<file path="config.mk">
export PLATFORM = sky130hd
export DESIGN_NAME = positional_list_engine_unit
export DESIGN_NICKNAME = d
export VERILOG_FILES = /design/src/hdl/ple_pkg.sv /design/src/hdl/ple_store.sv /design/src/hdl/positional_list_engine_unit.sv
export VERILOG_INCLUDE_DIRS = /design/src /design/src/hdl
export SDC_FILE = /design/constraint.sdc
export NUM_CORES = 1
export LEC_CHECK = 0
export BUFFER_PORTS_ARGS = -buffer_cell sky130_fd_sc_hd__buf_4
export CORE_MARGIN = 1
export CORE_UTILIZATION = 58
export CTS_BUF_LIST = sky130_fd_sc_hd__clkbuf_8
export DETAILED_ROUTE_END_ITERATION = 7
export PLACE_DENSITY = 0.83
export SYNTH_ARGS = -nofsm -noshare
export SYNTH_HDL_FRONTEND = slang
export SYNTH_SLANG_ARGS = --single-unit
</file>
<file path="constraint.sdc">
create_clock -name clock -period 5 [get_ports clock]
set_input_delay 0.75 -clock clock [delete_from_list [all_inputs] [get_ports clock]]
set_output_delay 0.75 -clock clock [all_outputs]
set_load 0.03 [all_outputs]
</file>
<file path="src/hdl/positional_list_engine_unit_defines.svh">
// ---------------------------------------------------------------------------
// Assertion macros for the positional list engine
// Shared property wrappers, clocked on clock and quiet during reset.
// ---------------------------------------------------------------------------
`ifndef POSITIONAL_LIST_ENGINE_UNIT_DEFINES_SVH
`define POSITIONAL_LIST_ENGINE_UNIT_DEFINES_SVH

// Check a condition at every clock edge outside reset.
`define PLE_ASSERT_ALWAYS(lbl, expr, msg) \
   lbl: assert property (@(posedge clock) disable iff (reset) (expr)) else $error(msg);

// Check a consequence in the cycle after an antecedent.
`define PLE_ASSERT_NEXT(lbl, ante, cons, msg) \
   lbl: assert property (@(posedge clock) disable iff (reset) (ante) |=> (cons)) \
      else $error(msg);

`endif

</file>
<file path="src/hdl/ple_pkg.sv">
// ---------------------------------------------------------------------------
// Positional list engine package
// Sizes, command and status codes, sequencer states and the store port type.
// ---------------------------------------------------------------------------
package ple_pkg;

   localparam int CAPACITY = 16;
   localparam int IDX_W    = $clog2(CAPACITY);
   localparam int CNT_W    = $clog2(CAPACITY + 1);
   localparam int DATA_W   = 32;

   typedef enum logic [1:0] {
      CMD_INSERT = 2'd0,
      CMD_DELETE = 2'd1,
      CMD_SEARCH = 2'd2,
      CMD_DUMP   = 2'd3
   } cmd_type;

   typedef enum logic [2:0] {
      STAT_OK       = 3'd0,
      STAT_BADPOS   = 3'd1,
      STAT_EMPTY    = 3'd2,
      STAT_NOTFOUND = 3'd3,
      STAT_FULL     = 3'd4
   } status_type;

   typedef enum logic [3:0] {
      S_IDLE,
      S_INS_STEP,
      S_INS_WR,
      S_DEL_STEP,
      S_DEL_WR,
      S_SRCH_RD,
      S_SRCH_CMP,
      S_DUMP_RD,
      S_DUMP_OUT,
      S_RESP
   } state_type;

   typedef struct packed {
      logic              wr_en;
      logic [IDX_W-1:0]  wr_addr;
      logic [DATA_W-1:0] wr_data;
      logic              rd_en;
      logic [IDX_W-1:0]  rd_addr;
   } mem_req_type;

endpackage

</file>
<file path="src/hdl/ple_store.sv">
// ---------------------------------------------------------------------------
// Positional list entry store
// One write port and one read port with registered read data.
// ---------------------------------------------------------------------------
module ple_store import ple_pkg::*; (
   input  logic              clock,
   input  mem_req_type       mem_req,
   output logic [DATA_W-1:0] rd_data
);

   logic [DATA_W-1:0] entry_mem [CAPACITY];
   logic [DATA_W-1:0] rd_data_ff;

   always_ff @(posedge clock) begin
      if (mem_req.wr_en) begin
         entry_mem[mem_req.wr_addr] <= mem_req.wr_data;
      end
   end

   // hold read data until the next read
   always_ff @(posedge clock) begin
      if (mem_req.rd_en) begin
         rd_data_ff <= entry_mem[mem_req.rd_addr];
      end
   end

   assign rd_data = rd_data_ff;

endmodule

</file>
<file path="src/hdl/positional_list_engine_unit.sv">
// ---------------------------------------------------------------------------
// Positional list engine
// Rejected commands and an insert into an empty list go from idle straight to
// the response state. Other commands walk the list with the shared index
// stepper, reading an entry in one state and writing or comparing it in the
// next; a dump hands out one result item per entry. One item at a time; the
// entry store has one write port and one read port.
// Synchronous reset empties the list and drops any pending result item.
// ---------------------------------------------------------------------------
`include "positional_list_engine_unit_defines.svh"

module positional_list_engine_unit import ple_pkg::*; (
   input  logic                    clock,
   input  logic                    reset,
   // command channel
   input  logic                    req_valid,
   output logic                    req_stall,
   input  logic [1:0]              req_cmd,
   input  logic signed [DATA_W-1:0] req_value,
   input  logic [CNT_W-1:0]        req_position,
   // result channel
   output logic                    rsp_valid,
   input  logic                    rsp_stall,
   output logic [2:0]              rsp_status,
   output logic [CNT_W-1:0]        rsp_found_position,
   output logic signed [DATA_W-1:0] rsp_entry_value,
   output logic [CNT_W-1:0]        rsp_length,
   output logic                    rsp_last
);

   // sequencer and command registers
   state_type          state_ff, state_in;
   cmd_type            cmd_ff;
   logic [DATA_W-1:0]  value_ff;
   logic [CNT_W-1:0]   pos_ff;
   logic [CNT_W-1:0]   idx_ff, idx_in;
   logic [CNT_W-1:0]   count_ff, count_in;
   status_type         status_ff, status_in;

   // result register
   logic               rsp_valid_ff, rsp_valid_in;
   status_type         rsp_status_ff, rsp_status_in;
   logic [CNT_W-1:0]   rsp_found_ff, rsp_found_in;
   logic [DATA_W-1:0]  rsp_entry_ff, rsp_entry_in;
   logic [CNT_W-1:0]   rsp_length_ff, rsp_length_in;
   logic               rsp_last_ff, rsp_last_in;
   logic               rsp_load;

   // store port
   mem_req_type        mem_req;
   logic [DATA_W-1:0]  rd_data;

   // decode and shared unit
   logic               req_accept;
   logic               out_free;
   cmd_type            in_cmd;
   logic               is_empty;
   logic               is_full;
   status_type         acc_status;
   logic               acc_walk;
   logic               step_dec;
   logic [CNT_W-1:0]   step_sum;
   logic               at_end;
   logic               at_pos;
   logic               hit;

   ple_store u_store (
      .clock   (clock),
      .mem_req (mem_req),
      .rd_data (rd_data)
   );

   // ---------------------------------------------------------------------
   // Handshakes: take a command only when the sequencer is idle; the result
   // register frees up when empty or when its item is taken this cycle.
   // ---------------------------------------------------------------------
   assign req_stall  = (state_ff != S_IDLE);
   assign req_accept = req_valid && !req_stall;
   assign out_free   = !rsp_valid_ff || !rsp_stall;

   // ---------------------------------------------------------------------
   // Command check at acceptance. Full is tested before empty for insert;
   // an insert into an empty list lands at slot 0 right away.
   // ---------------------------------------------------------------------
   assign in_cmd   = cmd_type'(req_cmd);
   assign is_empty = (count_ff == '0);
   assign is_full  = (count_ff == CNT_W'(CAPACITY));

   always_comb begin
      acc_status = STAT_OK;
      case (in_cmd)
         CMD_INSERT: begin
            if (is_full) begin
               acc_status = STAT_FULL;
            end else if (!is_empty && (req_position > count_ff)) begin
               acc_status = STAT_BADPOS;
            end
         end
         CMD_DELETE: begin
            if (is_empty) begin
               acc_status = STAT_EMPTY;
            end else if (req_position >= count_ff) begin
               acc_status = STAT_BADPOS;
            end
         end
         default: begin
            if (is_empty) begin
               acc_status = STAT_EMPTY;
            end
         end
      endcase
   end

   assign acc_walk = (acc_status == STAT_OK) && !((in_cmd == CMD_INSERT) && is_empty);

   // ---------------------------------------------------------------------
   // Shared index stepper: walks down while shifting up for insert, up for
   // everything else. The same sum feeds the shift read address and the end test.
   // ---------------------------------------------------------------------
   assign step_dec = (state_ff == S_INS_STEP) || (state_ff == S_INS_WR);
   assign step_sum = idx_ff + (step_dec ? {CNT_W{1'b1}} : CNT_W'(1));
   assign at_end   = (step_sum == count_ff);
   assign at_pos   = (idx_ff == pos_ff);
   assign hit      = (rd_data == value_ff);

   // ---------------------------------------------------------------------
   // Next state
   // ---------------------------------------------------------------------
   always_comb begin
      state_in = state_ff;
      case (state_ff)
         S_IDLE: begin
            if (req_accept) begin
               if (!acc_walk) begin
                  state_in = S_RESP;
               end else begin
                  case (in_cmd)
                     CMD_INSERT: state_in = S_INS_STEP;
                     CMD_DELETE: state_in = S_DEL_STEP;
                     CMD_SEARCH: state_in = S_SRCH_RD;
                     default:    state_in = S_DUMP_RD;
                  endcase
               end
            end
         end
         S_INS_STEP: state_in = at_pos ? S_RESP : S_INS_WR;
         S_INS_WR:   state_in = S_INS_STEP;
         S_DEL_STEP: state_in = at_end ? S_RESP : S_DEL_WR;
         S_DEL_WR:   state_in = S_DEL_STEP;
         S_SRCH_RD:  state_in = S_SRCH_CMP;
         S_SRCH_CMP: state_in = (hit || at_end) ? S_RESP : S_SRCH_RD;
         S_DUMP_RD:  state_in = S_DUMP_OUT;
         S_DUMP_OUT: begin
            if (out_free) begin
               state_in = at_end ? S_IDLE : S_DUMP_RD;
            end
         end
         S_RESP: begin
            if (out_free) begin
               state_in = S_IDLE;
            end
         end
         default: state_in = S_IDLE;
      endcase
   end

   // ---------------------------------------------------------------------
   // Sequencer outputs: store accesses, index and count updates, result load
   // ---------------------------------------------------------------------
   always_comb begin
      mem_req       = '0;
      idx_in        = idx_ff;
      count_in      = count_ff;
      status_in     = status_ff;
      rsp_load      = 1'b0;
      rsp_status_in = status_ff;
      rsp_found_in  = '0;
      rsp_entry_in  = '0;
      rsp_length_in = count_ff;
      rsp_last_in   = 1'b1;
      case (state_ff)
         S_IDLE: begin
            if (req_accept) begin
               status_in = acc_status;
               case (in_cmd)
                  CMD_INSERT: idx_in = count_ff;
                  CMD_DELETE: idx_in = req_position;
                  default:    idx_in = '0;
               endcase
               // first entry of an empty list: write it now
               if ((in_cmd == CMD_INSERT) && is_empty) begin
                  mem_req.wr_en   = 1'b1;
                  mem_req.wr_addr = '0;
                  mem_req.wr_data = req_value;
                  count_in        = CNT_W'(1);
               end
            end
         end
         S_INS_STEP: begin
            if (at_pos) begin
               mem_req.wr_en   = 1'b1;
               mem_req.wr_addr = idx_ff[IDX_W-1:0];
               mem_req.wr_data = value_ff;
               count_in        = count_ff + CNT_W'(1);
            end else begin
               mem_req.rd_en   = 1'b1;
               mem_req.rd_addr = step_sum[IDX_W-1:0];
            end
         end
         S_INS_WR: begin
            mem_req.wr_en   = 1'b1;
            mem_req.wr_addr = idx_ff[IDX_W-1:0];
            mem_req.wr_data = rd_data;
            idx_in          = step_sum;
         end
         S_DEL_STEP: begin
            if (at_end) begin
               count_in = count_ff - CNT_W'(1);
            end else begin
               mem_req.rd_en   = 1'b1;
               mem_req.rd_addr = step_sum[IDX_W-1:0];
            end
         end
         S_DEL_WR: begin
            mem_req.wr_en   = 1'b1;
            mem_req.wr_addr = idx_ff[IDX_W-1:0];
            mem_req.wr_data = rd_data;
            idx_in          = step_sum;
         end
         S_SRCH_RD: begin
            mem_req.rd_en   = 1'b1;
            mem_req.rd_addr = idx_ff[IDX_W-1:0];
         end
         S_SRCH_CMP: begin
            // on a hit, hold the index for the result
            if (!hit) begin
               if (at_end) begin
                  status_in = STAT_NOTFOUND;
               end else begin
                  idx_in = step_sum;
               end
            end
         end
         S_DUMP_RD: begin
            mem_req.rd_en   = 1'b1;
            mem_req.rd_addr = idx_ff[IDX_W-1:0];
         end
         S_DUMP_OUT: begin
            if (out_free) begin
               rsp_load      = 1'b1;
               rsp_status_in = STAT_OK;
               rsp_found_in  = idx_ff;
               rsp_entry_in  = rd_data;
               rsp_last_in   = at_end;
               if (!at_end) begin
                  idx_in = step_sum;
               end
            end
         end
         S_RESP: begin
            if (out_free) begin
               rsp_load = 1'b1;
               if ((cmd_ff == CMD_SEARCH) && (status_ff == STAT_OK)) begin
                  rsp_found_in = idx_ff;
               end
            end
         end
         default: begin
            idx_in = idx_ff;
         end
      endcase
   end

   // advance valid on load, drop it once taken
   assign rsp_valid_in = rsp_load ? 1'b1 : (rsp_stall ? rsp_valid_ff : 1'b0);

   // ---------------------------------------------------------------------
   // Registers
   // ---------------------------------------------------------------------
   always_ff @(posedge clock) begin
      if (reset) begin
         state_ff     <= S_IDLE;
         count_ff     <= '0;
         rsp_valid_ff <= 1'b0;
      end else begin
         state_ff     <= state_in;
         count_ff     <= count_in;
         rsp_valid_ff <= rsp_valid_in;
      end
   end

   // latch the command on acceptance
   always_ff @(posedge clock) begin
      if (req_accept) begin
         cmd_ff   <= in_cmd;
         value_ff <= req_value;
         pos_ff   <= req_position;
      end
      idx_ff    <= idx_in;
      status_ff <= status_in;
   end

   // hold the result payload while stalled
   always_ff @(posedge clock) begin
      if (rsp_load) begin
         rsp_status_ff <= rsp_status_in;
         rsp_found_ff  <= rsp_found_in;
         rsp_entry_ff  <= rsp_entry_in;
         rsp_length_ff <= rsp_length_in;
         rsp_last_ff   <= rsp_last_in;
      end
   end

   assign rsp_valid          = rsp_valid_ff;
   assign rsp_status         = rsp_status_ff;
   assign rsp_found_position = rsp_found_ff;
   assign rsp_entry_value    = rsp_entry_ff;
   assign rsp_length         = rsp_length_ff;
   assign rsp_last           = rsp_last_ff;

   // ---------------------------------------------------------------------
   // Assertions
   // ---------------------------------------------------------------------
   `PLE_ASSERT_ALWAYS(a_count_bound, count_ff <= CNT_W'(CAPACITY), "list length over capacity")
   `PLE_ASSERT_NEXT(a_count_step, 1'b1, (count_ff == $past(count_ff)) || (count_ff == ($past(count_ff) + CNT_W'(1))) || (count_ff == ($past(count_ff) - CNT_W'(1))), "list length jumped")
   `PLE_ASSERT_ALWAYS(a_mid_dump, !(rsp_valid_ff && !rsp_last_ff) || (cmd_ff == CMD_DUMP), "non-final item outside dump")
   `PLE_ASSERT_NEXT(a_dump_hold, (state_ff == S_DUMP_OUT) && !out_free, $stable(rd_data), "dump data lost while stalled")

endmodule
</file>
Yosys cells after proc, flatten, opt, wreduce, memory -nomap -nowiden
Memory sizes are Yosys's and may differ from the RTL's. A register that Yosys moved wholly into a read port is not among the register bits.
Cells that the tools add are included.
{"block": "word_totals", "regBits": 103, "latch_bits": 0, "mem_bits_rw": 512, "romBits": 0, "inputBits": 43, "out_inout_bits": 48, "wordCells": 125, "memories": 1}
{"block": "op_classes", "addsub": 3, "mul": 0, "div_mod_pow": 0, "n_lt_le_gt_ge": 2, "n_eq_ne": 25, "shift": 0, "n_mux": 51, "bitwise": 0, "reduce_logical": 30}
{"memory": "u_store.entry_mem", "depth": 16, "word_bits": 32, "rd": 1, "rd_ports_with_merged_regs": 1, "wr": 1, "line_no": "ple_store.sv:11", "source": "logic [DATA_W-1:0] entry_mem [CAPACITY];"}
{"op": "$mux W37", "count": 3}
{"op": "$pmux W37 S3", "count": 1}
{"op": "$mux W5", "count": 14}
{"op": "$pmux W4 S10", "count": 1}
{"op": "$eq A32 B32 Y1", "count": 1}
{"op": "$pmux W5 S3", "count": 2}
{"op": "$mux W4", "count": 7}
{"op": "$mux W3", "count": 7}
{"op": "$pmux W5 S2", "count": 2}
{"op": "$pmux W5 S4", "count": 1}
{"op": "$eq A4 B3 Y1 const B", "count": 4}
{"op": "$ne A2 B2 Y1 const B", "count": 8}
{"op": "$pmux W3 S2", "count": 2}
{"op": "$eq A5 B5 Y1", "count": 2}
{"op": "$pmux W3 S3", "count": 1}
{"op": "$eq A4 B2 Y1 const B", "count": 2}
{"op": "$eq A4 B4 Y1 const B", "count": 2}
{"op": "$mux W1", "count": 8}
{"op": "$reduce_and A4 Y1", "count": 2}
{"op": "$reduce_bool A4 Y1", "count": 2}
{"op": "$logic_not A3 Y1", "count": 2}
{"op": "$reduce_or A2 Y1", "count": 3}
{"op": "$add A5 B1 Y5 const B", "count": 1}
{"op": "$add A5 B5 Y5", "count": 1}
{"op": "other kinds (20)", "count": 32}

Longest topological paths before layout
Gate-level depths: netlist (run 1).
{"block": "depth", "ltp_word": 11, "mapped_depth": 16, "depth_no_buf": 13}

Modules after synthesis
A second synthesis (run 1) with hierarchy kept.
{"block": "hier_totals", "cells_unflattened": 1307, "area_unflattened_um2": 25662.1}
{"module": "ple_store", "instances": 1, "cells_each": 838, "area_per_inst_um2": 20155.6, "seq_area_each_um2": 16335.7}
{"module": "positional_list_engine_unit", "instances": 1, "cells_each": 469, "area_per_inst_um2": 5506.5, "seq_area_each_um2": 2992.9}

Worst setup path after synthesis (run 1)
No wires, ideal clock.
{"block": "synth_timing", "kind": "flip-flop to flip-flop", "startpoint": "register state_ff[0]", "endpoint": "memory u_store.entry_mem[12][0], enable pin", "t_arrival_ns": 4.473, "required_ns": 4.579, "setup_slack_ns": 0.106, "path_stages_with_launch": 8, "period_less_slack_ns": 4.894, "cell_sequence": "dfxtp_1 > clkbuf_1 > nor4_1 > and2_1 > nor4b_2 > clkbuf_1 > a21oi_1 > nor2_1"}
{"block": "synth_between", "elab_chain_cells": 7, "word_cells_on_any_way": 12, "cone_classes": "3 x eq/ne; 4 x mux; 5 x reduce/logical"}
{"item": "start: declaration", "line_no": "positional_list_engine_unit.sv:32", "source": "state_type state_ff, state_in;"}
{"item": "start signal: assignment", "line_no": "positional_list_engine_unit.sv:286", "source": "state_ff <= state_in;"}
{"item": "$reduce_bool A4 Y1 *", "line_no": "positional_list_engine_unit.sv:77", "source": "assign req_stall = (state_ff != S_IDLE);"}
{"item": "$logic_not A1 Y1 *", "line_no": "positional_list_engine_unit.sv:78", "source": "assign req_accept = req_valid && !req_stall;"}
{"item": "$logic_and A1 B1 Y1 *", "line_no": "positional_list_engine_unit.sv:78"}
{"item": "via req_accept", "line_no": "positional_list_engine_unit.sv:54", "source": "logic req_accept;"}
{"item": "$mux W37 *", "line_no": "positional_list_engine_unit.sv:183", "source": "if (req_accept) begin"}
{"item": "$pmux W37 S3 *", "line_no": "positional_list_engine_unit.sv:181", "source": "case (state_ff)"}
{"item": "$mux W1", "line_no": "ple_store.sv:15", "source": "if (mem_req.wr_en) begin"}
{"item": "$mux W1 (not written as such)", "line_no": "ple_store.sv:16", "source": "entry_mem[mem_req.wr_addr] <= mem_req.wr_data;"}
{"item": "end: declaration", "line_no": "ple_store.sv:11"}
The timed path passes the listed nets; every way through them passes the cells marked *.

Worst setup path after layout (run 1)
{"block": "layout_timing", "startpoint": "register state_ff[2]", "endpoint": "register u_store.rd_data_ff[7], in the netlist u_store.rd_data[7], read port of u_store.entry_mem (data pin)"}
{"block": "layout_between", "elab_chain_cells": 7, "word_cells_on_any_way": 13, "cone_classes": "1 x add/sub; 6 x eq/ne; 4 x mux; 2 x reduce/logical"}
{"item": "$eq A4 B1 Y1 / $eq A4 B2 Y1 (equally long branches)", "line_no": "positional_list_engine_unit.sv:120, positional_list_engine_unit.sv:181"}
{"item": "$logic_or A1 B1 Y1", "line_no": "positional_list_engine_unit.sv:120", "source": "assign step_dec = (state_ff == S_INS_STEP) || (state_ff == S_INS_WR);"}
{"item": "$mux W5", "line_no": "positional_list_engine_unit.sv:121", "source": "assign step_sum = idx_ff + (step_dec ? {CNT_W{1'b1}} : CNT_W'(1));"}
{"item": "$add A5 B5 Y5", "line_no": "positional_list_engine_unit.sv:121"}
{"item": "$eq A5 B5 Y1", "line_no": "positional_list_engine_unit.sv:122", "source": "assign at_end = (step_sum == count_ff);"}
{"item": "$mux W5", "line_no": "positional_list_engine_unit.sv:217", "source": "if (at_end) begin"}
{"item": "$pmux W5 S3 *", "line_no": "positional_list_engine_unit.sv:181"}
{"item": "end: declaration", "line_no": "ple_store.sv:12", "source": "logic [DATA_W-1:0] rd_data_ff;"}
Mark *: on every way between the ends. The rest lies on a longest branch, timed or not.
A chain may end at the register's enable or synchronous reset.

==> impl_results.md, run 1 <==
- Run status: complete, no violations
- Worst setup slack for register-to-register paths: 0.39 ns
- Count of warnings emitted by yosys: 0
- Worst hold-check slack: about 0.22 ns
- Total overflow reported by the global router: 0
- CP Launch Point: state_ff[2]
- Starting density of the core: about 59%
- CP endpoint kind: register
- Maximum root-to-sink buffer count: 3
- Number of buffers inserted by post-CTS setup repair: 0
- Worst flop-to-flop path endpoint: u_store.rd_data[7]
- TritonCTS Sinks: about 650
- Horizontal die dimension: roughly 220 um
- Worst Reg-to-Reg Cells: 12
- Static Leak: approximately 10 nW
- Hold-critical path depth: 1
- Final-report max-slew violation count: 0
- DIE AREA: approximately 0.047 mm^2
- Site row count: a little under 80
- Critical path arrival: 5.02 ns
- Wire length of the first global-routing pass: 103000 um
- Routed wire length: around 69000 um
- Most area-hungry cell type in the Yosys netlist: sky130_fd_sc_hd__edfxtp_1
- Area added between synthesis and finish: 13.2%
- Final ANT Viol Nets: 0
- Syn Area/Cell: approximately 14 um^2
- Number of standard cells after synthesis: about 1.9k
- Share of synthesized registers carrying an async set or reset: 0%
- Largest cells by area after synthesis: sky130_fd_sc_hd__edfxtp_1 (72%), sky130_fd_sc_hd__nand2_1 (5.3%), sky130_fd_sc_hd__mux2i_1 (2.3%)
- Maximum fanout along the worst path: just over 60
- TNS Setup: 0 ns
- Register cell area after layout: about 0.019 mm^2
- Share of final-layout standard cells stronger than drive strength 1: 14.7%
- Fin nets: ~2.1k
- Number of enable-type register cells in the synthesized netlist: 637
- RSZ-0062 raised after global routing: no
- H-tree depth: 3
- Max-Cap Viols: 0
- Critical register-to-register path startpoint: state_ff[2]
- Critical path capture point: u_store.rd_data[7]
- Multi-input combinational cell area: 0.00688 mm^2
- Vias per inst: between 6 and 7
- Area of the core region: 0.0453 mm^2
- CTS clock-pin slew for the worst setup and hold paths: approximately 0.070 ns
- Clock Root Buffer: sky130_fd_sc_hd__clkbuf_8
- Setup violations, final: 0
- Placed wire-length estimate after detailed placement: between 30000 and 40000 um
- Max transition margin: roughly 22%
- Final core utilization: roughly 66%
- Portion of the post-synthesis area used by sequential elements: between 70% and 80%
- Type of origin of the critical path: register
- First-pass iteration count of the detailed router: 6
- DRC: 0
- Count of state elements after synthesis: between 600 and 700
- Later-pin clock latency in the skew report: around 0.71 ns
- Final Cycle Share: 92.2%
- Fill cell count: 3063
- Number of vias in the routed layout: between 15k and 20k
- Clock buffers created by TritonCTS: between 90 and 100
- Placer's final routability congestion estimate: roughly 0.90
- Number of I/O port buffers: 90
- Post-Route Skew: around 0.051 ns
- Count of different cell masters after synthesis: 63
- Minimum clock period: ~4.6 ns
- Routed wire length per instance: 25.5 um
- CTS tree: built
- Maximum number of pins on one net before global-route repair: between 100 and 150
- Number of global-route vias before repair: 17.1k
- CTS Hold Buffers Added: 0
- Yosys top cell area share: roughly 72%
- Power density of the placed cells: between 500 and 600 mW/mm^2
- Most instantiated flip-flop cell in the synthesis netlist: sky130_fd_sc_hd__edfxtp_1
- Max Clock Freq: about 220 MHz
- Netlist area before placement: around 0.027 mm^2
- Number of cells upsized or downsized after cts: 0
- Number of nets produced by synthesis: 1956
- DIE HEIGHT: 216 um
- Max rail drop VDD: about 0.00050 V
- I/O pin count: 91
- Overall fraction of global-route tracks in use: ~30%
- Initial antenna violation count: 1
- Final Hold Fails: 0
- Class of the tightest hold or removal check: in -> reg
- First-iteration detailed-routing DRC count: roughly 2.7k
- Required arrival time at the worst endpoint: 5.41 ns
- Slew @ Worst Pin: 1.17 ns
- Class of the most critical setup path: reg -> reg
==> kinds of logic (layout without fill, tap and decap cells) <==
kind of cell | Yosys count | in the layout | share of synthesized area (%)
flops | 647 | 647 | 72.8
fa+ha+maj | 13 | 13 | 0.669
buf+inv | 126 | 335 | 2.03
other cells | 0 | 1 | 0
compound gates | 340 | 340 | 9.09
simple gates | 660 | 660 | 11.2
xor+xnor | 53 | 53 | 1.88
mux | 61 | 61 | 2.30
==> sequential cells by signal (all words and copies together) (netlist names), 3 cells and up <==
signal and cells:
u_store.entry_mem 512, rsp_entry_value 32, u_store.rd_data 32, value_ff 32, count_ff 5, idx_ff 5, pos_ff 5, rsp_found_position 5
rsp_length 5, state_ff 4, rsp_status 3, status_ff 3
==> how the worst min path moves through the flow <==
stage	from	end	slack [ns]
floorplan	count_ff[2]	count_ff[2]	0.50
global placement	rsp_valid	rsp_valid	0.55
detailed placement	rsp_valid	rsp_valid	0.54
CTS	req_value[20]	value_ff[20]	0.20
global route	req_value[23]	value_ff[23]	0.23
finish	req_value[20]	value_ff[20]	0.22
==> cells in the mapped netlist, types with 11 or more instances <==
cell type / instances
sky130_fd_sc_hd__and3_1: 25
sky130_fd_sc_hd__and2_1: 42
sky130_fd_sc_hd__buf_2: 25
sky130_fd_sc_hd__nand4_1: 15
sky130_fd_sc_hd__a22oi_1: 42
sky130_fd_sc_hd__a31oi_1: 33
sky130_fd_sc_hd__nand3_1: 95
sky130_fd_sc_hd__a221oi_1: 22
sky130_fd_sc_hd__o21ai_0: 12
sky130_fd_sc_hd__clkbuf_1: 73
sky130_fd_sc_hd__a21oi_1: 96
sky130_fd_sc_hd__mux2i_1: 61
sky130_fd_sc_hd__nor3_1: 19
sky130_fd_sc_hd__a22o_1: 44
sky130_fd_sc_hd__nand2_1: 373
sky130_fd_sc_hd__nor2_1: 45
sky130_fd_sc_hd__xor2_1: 40
sky130_fd_sc_hd__ha_1: 11
sky130_fd_sc_hd__o221ai_1: 22
sky130_fd_sc_hd__o2111ai_1: 23
sky130_fd_sc_hd__edfxtp_1: 637
==> per-layer routing <==
layer  track usage (%)  share of wire (%)
met5                 0              0.012
met2              46.0                 47
met4              16.5                5.2
met3              6.57                 12
met1              39.2                 36
==> placed cells by master, fill, tap and decap left out, types with 12 or more instances in the layout <==
| cell | n |
|---|---|
| sky130_fd_sc_hd__a21oi_1 | 96 |
| sky130_fd_sc_hd__a221oi_1 | 22 |
| sky130_fd_sc_hd__a22o_1 | 44 |
| sky130_fd_sc_hd__a22oi_1 | 42 |
| sky130_fd_sc_hd__a31oi_1 | 33 |
| sky130_fd_sc_hd__and2_1 | 41 |
| sky130_fd_sc_hd__and3_1 | 25 |
| sky130_fd_sc_hd__buf_12 | 12 |
| sky130_fd_sc_hd__buf_4 | 133 |
| sky130_fd_sc_hd__clkbuf_8 | 101 |
| sky130_fd_sc_hd__clkinv_1 | 34 |
| sky130_fd_sc_hd__edfxtp_1 | 637 |
| sky130_fd_sc_hd__inv_1 | 33 |
| sky130_fd_sc_hd__mux2i_1 | 61 |
| sky130_fd_sc_hd__nand2_1 | 372 |
| sky130_fd_sc_hd__nand3_1 | 95 |
| sky130_fd_sc_hd__nand4_1 | 15 |
| sky130_fd_sc_hd__nor2_1 | 31 |
| sky130_fd_sc_hd__nor2_4 | 14 |
| sky130_fd_sc_hd__nor3_1 | 15 |
| sky130_fd_sc_hd__o2111ai_1 | 23 |
| sky130_fd_sc_hd__o21ai_0 | 12 |
| sky130_fd_sc_hd__o221ai_1 | 22 |
| sky130_fd_sc_hd__xor2_1 | 40 |
==> power breakdown <==
group          total (mW)  internal, mW  switching (mW)
clock network        4.06          2.03            2.03
registers            7.73          7.30           0.424
logic                5.65          1.73            3.92
==> per-stage QoR <==
stage	instance area, um^2	power [mW]	cells	setup slack, ns
6_report	30000	17.4	2710	0.392
5_1_grt	30000	18.1	2709	0.164
4_1_cts	30000	17.3	2709	0.425
3_5_place_dp	28200	13.3	2529	0.448
3_3_place_gp	28200	13.1	2529	0.718
2_1_floorplan	26500	11.3	1900	0.106
==> critical path: stages (launching register included) <==
cell and delay [ns]:
sky130_fd_sc_hd__dfxtp_1 0.49, sky130_fd_sc_hd__nor3_4 0.37, sky130_fd_sc_hd__inv_1 0.10, sky130_fd_sc_hd__fa_1 0.44, sky130_fd_sc_hd__xnor3_1 0.38, sky130_fd_sc_hd__nor3_2 0.25, sky130_fd_sc_hd__o21ai_2 0.13, sky130_fd_sc_hd__o21ai_2 0.36
sky130_fd_sc_hd__a221o_4 0.75, sky130_fd_sc_hd__buf_4 0.45, sky130_fd_sc_hd__a31oi_1 0.15, sky130_fd_sc_hd__o2111ai_1 0.24, sky130_fd_sc_hd__o221ai_1 0.17
==> final cells by class <==
cell class	count	share of cell area (%)
Multi-Input combinational cell	1127	22.9
Tap cell	600	2.50
Antenna cell	1	0.00833
Clock buffer	101	4.63
Inverter	10	0.125
Clock inverter	79	1.40
Timing Repair Buffer	145	4.12
Sequential cell	647	64.3
Power figures use the tool's default switching activity.
==> run 2, diff against run 1 <==
Settings changed: CORE_UTILIZATION 58 to 50, PLACE_DENSITY 0.83 to 0.74.
==> run 2 against run 1 <==
The flow now finishes with violations (DRC). Highest routed layer unchanged. Core utilization fell by 8.8 points. Clock-buffer cell count rose by 3. Largest power group unchanged. Via count fell by 1.3%. Largest cell class unchanged. Sequential share of layout area fell by 0.38 points. Combinational power barely moved. Sequential cell count did not move. Maximum frequency rose by 5.3%.
==> impl_results.md, run 2 (synthesis results as in run 1) <==
- Total placed instance area: 0.0284 mm^2 (+0.71%)
- Max transition margin: 23.0% (+1.5 points)
- Crit path buf inv count: 1 (-1)
- Slew @ Worst Pin: 1.14 ns (-0.0220 ns)
- Type of origin of the critical path: register
- Area added between synthesis and finish: 13.9%
- DIE AREA: 0.0540 mm^2 (+16%)
- Final Hold Fails: 0 (unchanged)
- Max Clock Freq: 229 MHz (+5.3%)
- NetSw: 6.34 mW (-0.51%)
- Share of final-layout standard cells stronger than drive strength 1: 14.8% (+0.12 points)
- Clk network pwr share: 23.1% (-0.2 points)
- Register bank with the most flops: u_store.entry_mem
- DRC: 1 (+1)
- Number of flip-flops under the largest register name: 512 (unchanged)
- Clock Root Buffer: sky130_fd_sc_hd__clkbuf_8
- Wire length of the first global-routing pass: 103000 um (about the same)
- Fraction of power spent switching nets: 36.4% (-0.17 points)
- Class of the tightest hold or removal check: in -> reg
- Violated checks: DRC
- Later-pin clock latency in the skew report: 0.71 ns (about the same)
- Number of cells upsized or downsized after cts: 0 (unchanged)
- Power density of the placed cells: 577 mW/mm^2 (-0.64%)
- Max-Cap Viols: 0 (unchanged)
- Horizontal die dimension: 232 um (+7.6%)
- Number of buffers inserted by post-CTS setup repair: 0 (unchanged)
- Final core utilization: 57.5% (-8.8 points)
- TritonCTS Sinks: 647 (unchanged)
- CTS tree: built
- Post-Route Skew: 0.0449 ns (-0.00625 ns)
- Number of global-route vias before repair: 17.0k (-0.81%)
- Placer's final routability congestion estimate: 0.886 (-1.2%)
- Starting density of the core: 50.5% (-8.1 points)
- Most common library cell in the layout ignoring fill and taps: sky130_fd_sc_hd__edfxtp_1
- Number of I/O port buffers: 90 (unchanged)
- Largest stage delay, worst path: 0.84 ns (+0.09 ns)
- Crit-path leading delay family: simple AND/OR/NAND/NOR gates
- Minimum clock period: 4.37 ns (-0.234 ns)
- Maximum fanout along the worst path: 16 (-74%)
- Final Cycle Share: 87.5% (-4.7 points)
- Design internal power: 11.1 mW (+0.20%)
- CP endpoint kind: register
- Number of vias in the routed layout: 17.2k (-1.3%)
- Final-report max-slew violation count: 0 (unchanged)
- First-pass iteration count of the detailed router: 8 (+2)
- Site row count: 84 (+7.7%)
- Maximum number of pins on one net before global-route repair: 108 (-16%)
- Final ANT Viol Nets: 0 (unchanged)
- Initial antenna violation count: 3 (+2)
- Max rail drop VDD: 0.000395 V (-20%)
- Required arrival time at the worst endpoint: 5.52 ns (+0.11 ns)
- Total overflow reported by the global router: 0 (unchanged)
- Placed wire-length estimate after detailed placement: 39900 um (+3.7%)
- Cell-by-cell trace of the critical path: nor3_4 > inv_1 > fa_1 > xnor3_1 > nor3_2 > o21ai_2 > o21a_1 > nor2_2 > o31ai_2 > nor2_1 > a32oi_1 > o21ai_0
- Routed wire length per instance: 24.7 um (-3.4%)
- Area of the core region: 0.0526 mm^2 (+16%)
- Run status: finished with violations
- DIE HEIGHT: 232 um (+7.6%)
- Setup violations, final: 0 (unchanged)
- Routed wire length: 69100 um (-0.15%)
- Class of the most critical setup path: reg -> reg
- CTS Hold Buffers Added: 0 (unchanged)
- Overall fraction of global-route tracks in use: 25.8% (-3.9 points)
- Sequential fraction of design power: 44.4% (about the same)
- Clock buffers created by TritonCTS: 100 (+3.1%)
- TNS Setup: 0 ns (unchanged)
- I/O pin count: 91 (unchanged)
- Fill cell count: 4036 (+32%)
- CTS clock-pin slew for the worst setup and hold paths: 0.06 ns (about the same)
- H-tree depth: 3 (unchanged)
- Critical path arrival: 4.89 ns (-0.13 ns)
- First-iteration detailed-routing DRC count: 1906 (-30%)
- Most frequent cells in the layout: sky130_fd_sc_hd__edfxtp_1 (637), sky130_fd_sc_hd__nand2_1 (372), sky130_fd_sc_hd__buf_4 (137)
- Design area: 0.0302 mm^2 (+0.59%)
- Vias per inst: 6.15 (-4.5%)
- Maximum root-to-sink buffer count: 3 (unchanged)
- RSZ-0062 raised after global routing: no
- Static Leak: 10.5 nW (+0.64%)
- Share of total power in combinational logic: 32.6% (+0.2 points)
- Fin nets: 2094 (+0.48%)
- Slowest library cell on the worst path: sky130_fd_sc_hd__nor2_1
==> run 2: metal layers <==
| metal | share of wire [%] | up-vias | track usage, % |
|---|---|---|---|
| li1 | - | 7525 | - |
| met1 | 39 | 8502 | 34.2 |
| met2 | 47 | 1023 | 40.8 |
| met3 | 11 | 177 | 5.94 |
| met4 | 3.4 | 2 | 11.2 |
| met5 | 0.016 | - | 0 |
==> run 2: final cells by class <==
| class | count | area [um^2] | share of cell area, % |
|---|---|---|---|
| well taps | 688 | 861 | 2.85 |
| inverters | 10 | 37.5 | 0.124 |
| clock buffers | 104 | 1430 | 4.74 |
| repair buffers | 152 | 1330 | 4.40 |
| diodes | 2 | 5.00 | 0.0166 |
| multi-input cells | 1127 | 6880 | 22.8 |
| clock inverters | 72 | 353 | 1.17 |
| flip-flops and latches | 647 | 19300 | 64.0 |
==> run 2: per-stage QoR <==
step                hold slack [ns]  total power [mW]  std cells  setup slack (ns)
finish                        0.244              17.4       2802             0.626
global route                  0.222              18.1       2802             0.478
CTS                           0.209              17.4       2800             0.751
detailed placement            0.565              13.4       2624             0.795
global placement              0.555              13.2       2624             0.911
floorplan                     0.495              11.3       1900             0.106
==> run 2: worst paths after layout <==
path	to	depth (start not counted)	start	slack [ns]
max	u_store.rd_data[28]	12	state_ff[2]	0.63
min	value_ff[16]	1	req_value[16]	0.24
max reg2reg	u_store.rd_data[28]	12	state_ff[2]	0.63
min reg2reg	rsp_status[2]	1	status_ff[2]	0.58
==> run 2: power by group through the flow <==
stage                     Combinational [mW]  Sequential, mW  Clock, mW
after global placement                  5.44            7.81          0
after floorplan                         3.45            7.83          0
after global routing                    6.05            7.79       4.29
final                                   5.67            7.73       4.02
after CTS                               5.59            7.73       4.07
after detailed placement                5.57            7.83          0
